<file path="src/rtl/sgcw_pkg.sv">
// ----------------------------------------------------------------------------
// sgcw_pkg
// Shared constants, codes and control types of the segment grid cell walk.
// ----------------------------------------------------------------------------
`timescale 1ns / 1ps
`default_nettype none

package sgcw_pkg;

  localparam int GRID_SIDE_DEF = 64;
  localparam int MAX_RUN_DEF   = 64;

  localparam int COORD_W   = 32;
  localparam int CS_W      = 31;
  localparam int CA_CFG_W  = 7;
  localparam int IDX_W     = 12;
  localparam int ST_W      = 2;
  localparam int CFG_IDX_W = 2;
  localparam int IN_W      = 4 * COORD_W;
  localparam int OUT_W     = 16;

  localparam logic [CFG_IDX_W-1:0] REG_ORIGIN       = 2'd0;
  localparam logic [CFG_IDX_W-1:0] REG_CELL_SIZE    = 2'd1;
  localparam logic [CFG_IDX_W-1:0] REG_CELLS_ACROSS = 2'd2;

  localparam logic [COORD_W-1:0]  ORIGIN_RST       = 32'hFFE0_0000;
  localparam logic [CS_W-1:0]     CELL_SIZE_RST    = 31'd65536;
  localparam logic [CA_CFG_W-1:0] CELLS_ACROSS_RST = 7'd64;

  localparam logic [ST_W-1:0] ST_OK    = 2'd0;
  localparam logic [ST_W-1:0] ST_RANGE = 2'd1;
  localparam logic [ST_W-1:0] ST_TRUNC = 2'd2;

  // walk step phases
  localparam logic [2:0] PH_NONE = 3'd0;
  localparam logic [2:0] PH_EX   = 3'd1;
  localparam logic [2:0] PH_YB   = 3'd2;
  localparam logic [2:0] PH_YT   = 3'd3;
  localparam logic [2:0] PH_P0   = 3'd4;
  localparam logic [2:0] PH_P1   = 3'd5;
  localparam logic [2:0] PH_P2   = 3'd6;
  localparam logic [2:0] PH_DEC  = 3'd7;

  typedef struct packed {
    logic       load;
    logic       div_start;
    logic       div_store;
    logic [1:0] div_sel;
    logic       init;
    logic [2:0] phase;
    logic       emit;
    logic       emit_err;
  } cmd_t;

  typedef struct packed {
    logic div_done;
    logic err_early;
    logic oob;
    logic out_free;
    logic last_cell;
  } stat_t;

endpackage

`default_nettype wire

</file>
<file path="src/rtl/sgcw_ctrl.sv">
// ----------------------------------------------------------------------------
// sgcw_ctrl
// Sequencer: endpoint division, range check, cell emission and step phases.
// ----------------------------------------------------------------------------
`timescale 1ns / 1ps
`default_nettype none

module sgcw_ctrl (
  input  wire logic            clk,
  input  wire logic            rst_n,
  input  wire logic            in_tvalid,
  output logic                 in_tready,
  output sgcw_pkg::cmd_t       cmd,
  input  wire sgcw_pkg::stat_t stat
);

  localparam logic [3:0] S_IDLE   = 4'd0;
  localparam logic [3:0] S_CHK    = 4'd1;
  localparam logic [3:0] S_DSTART = 4'd2;
  localparam logic [3:0] S_DWAIT  = 4'd3;
  localparam logic [3:0] S_RANGE  = 4'd4;
  localparam logic [3:0] S_INIT   = 4'd5;
  localparam logic [3:0] S_EMIT   = 4'd6;
  localparam logic [3:0] S_WALK   = 4'd7;
  localparam logic [3:0] S_ERR    = 4'd8;

  logic [3:0] state_r, state_nxt;
  logic [1:0] sel_r, sel_nxt;
  logic [2:0] ph_r, ph_nxt;

  always_comb begin
    state_nxt = state_r;
    sel_nxt   = sel_r;
    ph_nxt    = ph_r;
    cmd       = '0;
    cmd.div_sel = sel_r;
    in_tready = 1'b0;
    case (state_r)
      S_IDLE: begin
        in_tready = 1'b1;
        if (in_tvalid) begin
          cmd.load  = 1'b1;
          state_nxt = S_CHK;
        end
      end
      S_CHK: begin
        sel_nxt   = 2'd0;
        state_nxt = stat.err_early ? S_ERR : S_DSTART;
      end
      S_DSTART: begin
        cmd.div_start = 1'b1;
        state_nxt     = S_DWAIT;
      end
      S_DWAIT: begin
        if (stat.div_done) begin
          cmd.div_store = 1'b1;
          sel_nxt       = sel_r + 2'd1;
          state_nxt     = (sel_r == 2'd3) ? S_RANGE : S_DSTART;
        end
      end
      S_RANGE: state_nxt = stat.oob ? S_ERR : S_INIT;
      S_INIT: begin
        cmd.init  = 1'b1;
        state_nxt = S_EMIT;
      end
      S_EMIT: begin
        if (stat.out_free) begin
          cmd.emit = 1'b1;
          ph_nxt   = sgcw_pkg::PH_EX;
          state_nxt = stat.last_cell ? S_IDLE : S_WALK;
        end
      end
      S_WALK: begin
        cmd.phase = ph_r;
        ph_nxt    = ph_r + 3'd1;
        if (ph_r == sgcw_pkg::PH_DEC) state_nxt = S_EMIT;
      end
      S_ERR: begin
        if (stat.out_free) begin
          cmd.emit_err = 1'b1;
          state_nxt    = S_IDLE;
        end
      end
      default: state_nxt = S_IDLE;
    endcase
  end

  always_ff @(posedge clk) begin
    sel_r <= sel_nxt;
    ph_r  <= ph_nxt;
    if (!rst_n) state_r <= S_IDLE;
    else        state_r <= state_nxt;
  end

endmodule

`default_nettype wire

</file>
<file path="config.mk">
export PLATFORM = sky130hd
export DESIGN_NAME = sgcw_ctrl
export DESIGN_NICKNAME = d
export VERILOG_FILES = /design/src/rtl/sgcw_pkg.sv /design/src/rtl/sgcw_ctrl.sv
export SDC_FILE = /design/constraint.sdc
export NUM_CORES = 1
export LEC_CHECK = 0
export ABC_AREA = 1
export BUFFER_PORTS_ARGS = -buffer_cell sky130_fd_sc_hd__buf_2
export CORE_AREA = 2 2 39 41
export CTS_CLUSTER_SIZE = 20
export DETAILED_ROUTE_END_ITERATION = 16
export DIE_AREA = 0 0 41 43
export PLACE_DENSITY = 0.81
export SLEW_MARGIN = 25
export SYNTH_ARGS = -nofsm -noshare
export SYNTH_HDL_FRONTEND = slang
export SYNTH_SLANG_ARGS = --single-unit
</file>
<file path="constraint.sdc">
create_clock -name clk -period 3.5 [get_ports clk]
set_clock_uncertainty 0.05 [all_clocks]
set_input_delay 0.35 -clock clk [delete_from_list [all_inputs] [get_ports clk]]
set_output_delay 0.35 -clock clk [all_outputs]
set_load 0.005 [all_outputs]
</file>
# Word-level counts from Yosys, hierarchy flattened
# Cells that the tools add are included.
[totals]
reg_bits = 9
input_bits = 8
word_cells = 51
[op_classes]
add_sub_neg = 2
eq_ne = 15
n_mux = 25
n_reduce_logical = 6
[ops]
columns = ["operator", "count"]
rows = [
  ["case mux 4 bit (9 select lines)", 1],
  ["2-to-1 mux 4 bit", 7],
  ["== test 4 x 3 -> 1 bit, second input constant", 4],
  ["2-to-1 mux 3 bit", 4],
  ["2-to-1 mux 1 bit", 10],
  ["!= test 2 bit, second input constant", 5],
  ["== test 4 x 2 -> 1 bit, second input constant", 2],
  ["case mux 3 bit (2 select lines)", 1],
  ["AND reduction 5 bit", 1],
  ["== test 4 x 1 -> 1 bit, second input constant", 1],
  ["== test 4 bit, second input constant", 1],
  ["logical NOT 4 bit", 1],
  ["case mux 2 bit (2 select lines)", 1],
  ["AND reduction 2 bit", 2],
  ["nonzero test 2 bit", 2],
  ["adder 3 x 1 -> 3 bit, second input constant", 1],
  ["== test 3 bit, second input constant", 1],
  ["adder 2 x 1 -> 2 bit, second input constant", 1],
  ["== test 2 bit, second input constant", 1],
  ["2-to-1 mux 2 bit", 1],
]

# Longest topological paths before layout
[logic_depth]
ltp_word = 4
mapped_depth = 8

# Worst setup path before layout
# OpenSTA, ideal clock, no wires.
[synth_path]
path_type = "flip-flop to flip-flop"
from = "register state_r[3]"
to = "register sel_r[0], enable pin"
setup_ps = 327
arrival_ps = 995
required_time_ps = 3123
slack_ps = 2128
path_stages_with_launch = 4
n_path_buf = 0
period_less_slack_ps = 1372
cell_sequence = "dfxtp_1 -> nor2_2 -> nand2_1 -> o21ai_0"
[synth_via]
elab_chain_cells = 3
[synth_rtl]
columns = ["item", "line_no", "source"]
rows = [
  ["start, declared", "sgcw_ctrl.sv:27", "logic [3:0] state_r, state_nxt;"],
  ["start signal, assigned", "sgcw_ctrl.sv:92", "else state_r <= state_nxt;"],
  ["== test 4 x 2 -> 1 bit / == test 4 x 1 -> 1 bit (equally long branches)", "sgcw_ctrl.sv:38", "case (state_r)"],
  ["!= test 2 bit (no line) / nonzero test 2 bit (equally long branches)", "n/a", ""],
  ["AND reduction 2 bit (no line) *", "n/a", ""],
  ["end signal, assigned", "sgcw_ctrl.sv:89", "sel_r <= sel_nxt;"],
  ["end, declared", "sgcw_ctrl.sv:28", "logic [1:0] sel_r, sel_nxt;"],
]
# Mark *: on every way between the ends. The rest lies on a longest branch, timed or not.
# A chain may end at the register's enable or synchronous reset.

==> impl_metrics.toml <==
[run_status]
status = "finished clean"

[timing]
finalCriticalPeriod_ns = 1.81
max_freq_mhz = 551
drv_slew = 0
fin_crit_sh_pct = 51.8
rsz0062_at_grt = "no"
worst_pin_slew_ns = 0.420
tns_ns = 0
relSlewSlack_pct = 71.7
hold_violations = 0
setup_viol = 0

[global_routing]
grt_max_degree = 10
grt_usage_pct = 19.4
grt_overflow_total = 0
grt_antenna_before_repair = 0
grt_pass1_wl_mm = 2.26
grt_pass1_vias = 560

[setup_path]
cp.arrival_ns = 1.41
path_depth = 4
path_cells = "nor2_2 > nand2_1 > nor2_1 > buf_2"
critPathRequiredTime_ns = 3.10
worstSetupPathType = "register to output pin"
crit_family = "simple AND/OR/NAND/NOR gates"
slowest_stage = "dfxtp_1"
cp-start-kind = "register"
cp_max_fo = 9
path_buf_inv = 1
cp-end-kind = "output pin"
r2r_cells = 3
slowest_delay_ns = 0.37

[run]
cap_violations = 0

[layout]
fill_cells = 149
antennaDiodeCount = 0
regArea_um2 = 230
drive_above_1_share_pct = 26.5
multi_input_area_um2 = 332
syn_to_final_growth_pct = 21.9
fin_util_pct = 56.8
nNetsFinal = 129

[die]
fp.dieW_um = 41
start_util_pct = 46.6
core_um2 = 1380
ioPinCount = 20
die-height_um = 43
rows = 14
die_area_um2 = 1760

[synth]
syn-num-nets = 105
syn_inst = 94
ys.warnings.count = 0
synthesis.area_um2 = 644
synthFlopType = "edfxtp_1"
synthTopCellsByArea = "edfxtp_1 (23%), dfxtp_1 (12%), inv_1 (12%)"
ys_seq_area_share_pct = 35.7
synth_edf_count = 5
synth-seq-cells = 9
synth_top_cells_by_count = "inv_1 (20), nand2_1 (16), nor2_1 (15)"
synth.most_common_cell = "inv_1"
synth.distinct_cells = 17
synth_area_leader_cell = "edfxtp_1"
ys_async_sr_fraction_pct = 0
synth.avg_cell_area_um2 = 6.85
yosys.area.top_type_share_pct = 23.3

[routing]
ant_nets = 0
drcViolationCount = 0
first_pass_iters = 4
drt-total-wl_mm = 1.43
drt_iter0_markers = 24
vias = 656
vias_per_cell = 4.93
wl_per_cell_um = 10.7

[power]
p_leak_nw = 0.431
p_per_area_nw_per_um2 = 423
peakVddDrop_mv = 0.244

[clocking]
cts_hold_buf = 0
cts_sinks = 9
cts_made_buffers = 3
cts-root-buf = "clkbuf_4"
clk_latency_ns = 0.27
post_cts_buffers = 0
htree_levels = 1
cts_buffer_depth = 2
clkTransAtPathRegs_ns = 0.07
postCtsResizedCells = 0
cts_tree = "yes"

[placement]
gp_congestion = 0.903
io_buffers = 19
dp_hpwl_mm = 1.14

[min_path]
hold_path_class = "primary input to register"
worstHoldPathCells = 3
[where the power goes]
part,internal (mW),switching (mW),leakage (nW)
logic,0.0414,0.0653,0.329
clock network,0.0443,0.0426,0.0150
registers,0.125,0.0142,0.0870
[layout make-up]
class / instances / area share [%]
well taps: 16 / 2.55
repair buffers: 19 / 12.1
clock buffers: 4 / 3.34
inverters: 22 / 10.5
flip-flops and latches: 9 / 29.3
multi-input cells: 63 / 42.2
[flip-flops by register name, summed over array words and instances (netlist names)]
signal / cells
state_r: 4
sel_r: 2
ph_r: 3
[kinds of logic (layout without fill, tap and decap cells)]
family / after synthesis / in the layout / share of synthesized area, %
DFF: 9 / 9 / 35.7
buffers and inverters: 22 / 45 / 12.8
adders and majority gates: 3 / 3 / 5.83
AOI/OAI and AO/OA: 8 / 8 / 6.60
and+or+nand+nor: 52 / 52 / 39.0
[final timing paths]
path | from | end | slack, ns
worst min register to register | state_r[2] | state_r[2] | 0.45
worst max-delay path | state_r[3] | cmd[8] | 1.69
worst min-delay path | rst_n | state_r[3] | 0.22
worst max register to register | state_r[3] | sel_r[1] | 1.87
[per-stage QoR]
| stage | total power [mW] | hold WS (ns) | std cells | instance area [µm²] | setup WS [ns] |
|---|---|---|---|---|---|
| after floorplan | 0.211 | 0.398 | 94 | 644 | 2.13 |
| after global placement | 0.244 | 0.437 | 129 | 759 | 1.96 |
| after detailed placement | 0.246 | 0.442 | 129 | 759 | 1.94 |
| after CTS | 0.330 | 0.232 | 133 | 786 | 1.73 |
| after global routing | 0.349 | 0.263 | 133 | 786 | 1.60 |
| final | 0.332 | 0.225 | 133 | 786 | 1.69 |
[tightest hold or removal path, cell delays in order]
cell and delay, ns:
buf_2 0.09, nand2_1 0.05, inv_1 0.04
[cells in the final DEF (no fill, tap or decap), types with 2 or more instances in the layout]
cell,instances
inv_1,20
inv_2,2
nor2_1,15
a21oi_1,3
dfxtp_1,4
nand3b_1,2
buf_2,19
nor2_2,3
ha_1,3
nand4_1,3
edfxtp_1,5
nand2_1,16
nand3_1,9
clkbuf_4,3
nand3_2,2
o21ai_0,4
[metal layers]
metal	global-route usage, %	up-vias	routed length, µm
met5	0	-	0
met4	10.0	0	31
met3	4.71	5	95
met2	30.9	22	711
met1	22.6	287	587
li1	-	342	-
Power figures use the tool's default switching activity.
